File: config.mk
export PLATFORM = sky130hd
export DESIGN_NAME = ptt_classify
export DESIGN_NICKNAME = d
export VERILOG_FILES = /design/src/ptt_pkg.sv /design/src/ptt_classify.sv
export SDC_FILE = /design/constraint.sdc
export NUM_CORES = 1
export LEC_CHECK = 0
export ABC_CLOCK_PERIOD_IN_PS = 3600
export BUFFER_PORTS_ARGS = -buffer_cell sky130_fd_sc_hd__buf_2
export CAP_MARGIN = 40
export CORE_AREA = 8 8 146 148
export DETAILED_ROUTE_END_ITERATION = 16
export DIE_AREA = 0 0 154 156
export PLACE_DENSITY = 0.63
export SLEW_MARGIN = 20
export SYNTH_ARGS = -nofsm -noshare
export SYNTH_HDL_FRONTEND = slang
export SYNTH_SLANG_ARGS = --single-unit
File: constraint.sdc
create_clock -name vclk -period 3.6
set_input_delay 0.54 -clock vclk [all_inputs]
set_output_delay 0.54 -clock vclk [all_outputs]
set_load 0.02 [all_outputs]
File: src/ptt_pkg.sv
`default_nettype none

package ptt_pkg;

    localparam int MAX_PARTS = 128;
    localparam int IDX_W     = $clog2(MAX_PARTS);
    localparam int CNT_W     = IDX_W + 1;
    localparam int PIDX_W    = 7;
    localparam int CMP_W     = (CNT_W > PIDX_W) ? CNT_W : PIDX_W;
    localparam int LBA_W     = 64;

    // MBR partition type bytes.
    localparam logic [7:0] MBR_EMPTY     = 8'h00;
    localparam logic [7:0] MBR_ESP       = 8'hEF;
    localparam logic [7:0] MBR_NATIVE_FS = 8'h83;
    localparam logic [7:0] MBR_NTFS      = 8'h07;
    localparam logic [7:0] MBR_FAT32     = 8'h0B;
    localparam logic [7:0] MBR_FAT32_LBA = 8'h0C;

    // GPT type GUIDs, byte 0 in bits 7:0 of the low word.
    localparam logic [63:0] ESP_GUID_LO       = 64'h11D2F81FC12A7328;
    localparam logic [63:0] ESP_GUID_HI       = 64'h3BC93EC9A0004BBA;
    localparam logic [63:0] BDATA_GUID_LO     = 64'h4433B9E5EBD0A0A2;
    localparam logic [63:0] BDATA_GUID_HI     = 64'hC79926B7B668C087;
    localparam logic [63:0] NATIVE_FS_GUID_LO = 64'h477284830FC63DAF;
    localparam logic [63:0] NATIVE_FS_GUID_HI = 64'hE47D47D8693D798E;

    typedef enum logic [1:0] {
        REQ_CLEAR     = 2'd0,
        REQ_LOAD_MBR  = 2'd1,
        REQ_LOAD_GPT  = 2'd2,
        REQ_TRANSLATE = 2'd3
    } req_type_t;

    typedef enum logic [1:0] {
        STAT_DONE  = 2'd0,
        STAT_EMPTY = 2'd1,
        STAT_FULL  = 2'd2,
        STAT_RANGE = 2'd3
    } status_t;

    typedef enum logic [1:0] {
        S_IDLE,
        S_EXEC,
        S_FINISH
    } fsm_t;

    typedef struct packed {
        logic             empty;
        logic             esp;
        logic             fmt;
        logic [LBA_W-1:0] first;
        logic [LBA_W-1:0] last;
    } cls_t;

    typedef struct packed {
        logic [LBA_W-1:0] first;
        logic [LBA_W-1:0] last;
        logic             esp;
        logic             fmt;
    } entry_t;

endpackage

`default_nettype wire

File: src/ptt_classify.sv
`default_nettype none

module ptt_classify (
    input  ptt_pkg::req_type_t req_type,
    input  logic [7:0]         type_code,
    input  logic [63:0]        guid_low,
    input  logic [63:0]        guid_high,
    input  logic [63:0]        start_lba,
    input  logic [63:0]        end_or_count,
    output ptt_pkg::cls_t      cls
);
    import ptt_pkg::*;

    logic [31:0] mbr_last;
    logic        guid_esp;
    logic        guid_bdata;
    logic        guid_native;

    // MBR entries give a sector count; the end wraps in 32 bits.
    assign mbr_last    = start_lba[31:0] + end_or_count[31:0] - 32'd1;
    assign guid_esp    = (guid_low == ESP_GUID_LO) && (guid_high == ESP_GUID_HI);
    assign guid_bdata  = (guid_low == BDATA_GUID_LO) && (guid_high == BDATA_GUID_HI);
    assign guid_native = (guid_low == NATIVE_FS_GUID_LO) && (guid_high == NATIVE_FS_GUID_HI);

    always_comb
    begin
        if (req_type == REQ_LOAD_MBR)
        begin
            cls.empty = (type_code == MBR_EMPTY);
            cls.esp   = (type_code == MBR_ESP);
            cls.fmt   = (type_code == MBR_NATIVE_FS) || (type_code == MBR_NTFS) ||
                        (type_code == MBR_FAT32) || (type_code == MBR_FAT32_LBA) ||
                        (type_code == MBR_ESP);
            cls.first = {32'd0, start_lba[31:0]};
            cls.last  = {32'd0, mbr_last};
        end
        else
        begin
            cls.empty = (guid_low == 64'd0) && (guid_high == 64'd0);
            cls.esp   = guid_esp;
            cls.fmt   = guid_esp || guid_bdata || guid_native;
            cls.first = start_lba;
            cls.last  = end_or_count;
        end
    end

endmodule

`default_nettype wire

==> results.toml <==
[global_routing]
grt_antenna_before_repair = 10
grt_remaining_overflow = 0
grt_pass1_vias = 6256
grt_util_all_layers_pct = 17.35
grt_pass1_wl_um = 33630
grt_start_max_net_pins = 46

[critical_path]
worstSetupPathType = "input pin to primary output"
cp-end-kind = "primary output"
worstPathMaxFanout = 3
cp-endpoint = "cls[23]"
startpoint_type = "input pin"
cp.arrival_ns = 2.97
crit_required_ns = 3.06
crit_start = "start_lba[1]"

[final_layout]
seq_cell_count = 0
area_growth_pct = 63.13
clkbuf_count = 0
final_area_um2 = 7052
fillCellCount = 2062
regArea_um2 = 0
nNetsFinal = 1429
drive_above_1_share_pct = 45.59

[sta]
slew_headroom_pct = 46.87
drv_slew = 0
finalSetupViolCount = 0
fmax_mhz = 284.8
worst_slew_pin_slew_ns = 0.7933
min_period_ns = 3.511
fin_crit_sh_pct = 97.53
hold_violations = 0
tns_ns = 0

[floorplanning]
io_pins = 397
core_area_um2 = 19080
dieArea_um2 = 24020
initial_core_util_pct = 22.66
die_w_um = 154
chipHeight_um = 156
row_count = 51

[worst_hold_path]
hold_path_class = "input pin to primary output"

[clocking]
hold_buffers = 0

[detailed_routing]
drt-initial-drc-count = 356
route.detailed.wl_per_inst_um = 17.53
drtPass1Iterations = 5
num_vias = 6412
antenna_left = 0
drcViolationCount = 0
via_per_inst = 4.785
routed_wl_um = 23490

[place]
place_congestion = 0.9450
place_area_um2 = 6653
port_buffers = 397
dpl.hpwl_um = 21250

[pwr]
power.density_nw_per_um2 = 188.8
ir_drop_mv = 0.1100
power_leakage_nw = 3.871

[outcome]
outcome = "complete, no violations"

[yosys]
yosysWarningCount = 0
synth_cell_type_count = 53
syn_area_um2 = 4323
syn-instance-count = 707
syn-num-nets = 1035
ys_seq_area_share_pct = 0
avgSynthCellArea_um2 = 6.114

[job]
maxCapViolCount = 0
cells in the mapped netlist, drive strengths merged, types with 5 or more instances:
| library cell | n | area (um^2) |
|---|---|---|
| inv | 136 | 510.5 |
| and2 | 66 | 412.9 |
| ha | 61 | 763.2 |
| nand2 | 55 | 206.5 |
| o21ai | 40 | 200.2 |
| a21oi | 38 | 190.2 |
| nand4 | 35 | 219.0 |
| buf | 34 | 247.7 |
| nor2 | 30 | 112.6 |
| nor3 | 23 | 115.1 |
| nor4 | 23 | 156.4 |
| clkbuf | 21 | 78.83 |
| nand3 | 19 | 95.09 |
| or4 | 15 | 112.6 |
| xor2 | 14 | 122.6 |
| a21o | 10 | 75.07 |
| a31oi | 9 | 56.30 |
| and4 | 7 | 61.31 |
| o31ai | 7 | 52.55 |
| and3 | 6 | 37.54 |
| o2111ai | 6 | 52.55 |
| o21a | 5 | 37.54 |
critical path, stage by stage:
cell     delay (ns)
buf_6          0.07
inv_2          0.04
ha_4           0.26
inv_4          0.03
ha_4           0.15
fa_2           0.36
a21oi_4        0.18
o22ai_4        0.12
o41ai_4        0.26
o21a_1         0.23
buf_6          0.12
nand2_4        0.05
xor2_2         0.16
mux2_4         0.27
buf_6          0.13
cells in the final DEF, fill, tap and decap left out, drive strengths merged, types with 14 or more instances in the layout:
cell type  instances
o21ai             40
nand4             35
nand3             19
nor4              23
xor2              14
nor3              23
inv              136
nand2             55
or4               15
ha                61
buf              447
a21oi             38
nor2              30
and2              66
kinds of logic (layout without fill, tap and decap cells):
group / after synthesis / in the layout / synth area share (%)
AND/OR/NAND/NOR: 295 / 295 / 38.06
XOR/XNOR: 18 / 18 / 3.647
other: 0 / 3 / 0
multiplexers: 1 / 1 / 0.2605
buffers and inverters: 191 / 583 / 19.36
adder cells (fa/ha/maj): 62 / 62 / 18.12
AO/OA/AOI/OAI: 140 / 140 / 20.55
cell type report:
class,count,area [um^2],area share (%)
inverters,136,513.0,7.275
repair buffers,447,2422,34.35
well taps,238,297.8,4.223
multi-input cells,516,3811,54.05
diodes,3,7.507,0.1065
power breakdown:
group / switching [mW] / total, mW / internal, mW / leakage, nW
clock: 0 / 0.000000112 / 0.000000112 / 0.0000190
sequential: 0 / 0 / 0 / 0
combinational: 0.746 / 1.33 / 0.585 / 3.87
total: 0.746 / 1.33 / 0.585 / 3.87
timing repair:
item | 4_1_cts | 5_1_grt
pin swaps | 11 | 14
hold endpoints to repair | 0 | 0
buffers inserted | 2 | 2
resized for setup | 25 | 51
cloned | 0 | 0
endpoints found under the setup margin | 12 | 16
routing by layer:
metal  GRT usage (%)  wire (um)  vias up
met5               0         98        -
met4           1.307        232       16
met3           5.402       2395       32
met2           29.91      11090      309
met1           21.59       9673     2833
li1                -          -     3222
how the worst min path moves through the flow:
stage,start,to,cells past startpoint
floorplan,start_lba[0],cls[64],1
global placement,start_lba[9],cls[73],2
detailed placement,start_lba[10],cls[74],2
CTS,start_lba[1],cls[65],2
global route,start_lba[1],cls[65],2
finish,start_lba[1],cls[65],2
through the flow:
step / worst slack (ns) / total power, mW / hold WS (ns) / util [%] / std cells
detailed placement: -0.2693 / 1.218 / 1.316 / 34.87 / 1333
global placement: -0.2498 / 1.210 / 1.316 / 34.87 / 1333
CTS: 0.009003 / 1.253 / 1.302 / 35.52 / 1335
floorplan: 0.005689 / 0.7225 / 1.193 / - / 707
finish: 0.08901 / 1.332 / 1.302 / 36.96 / 1340
global route: -0.01811 / 1.463 / 1.313 / 36.95 / 1339
Note: power is estimated with default switching activity, not from simulation.
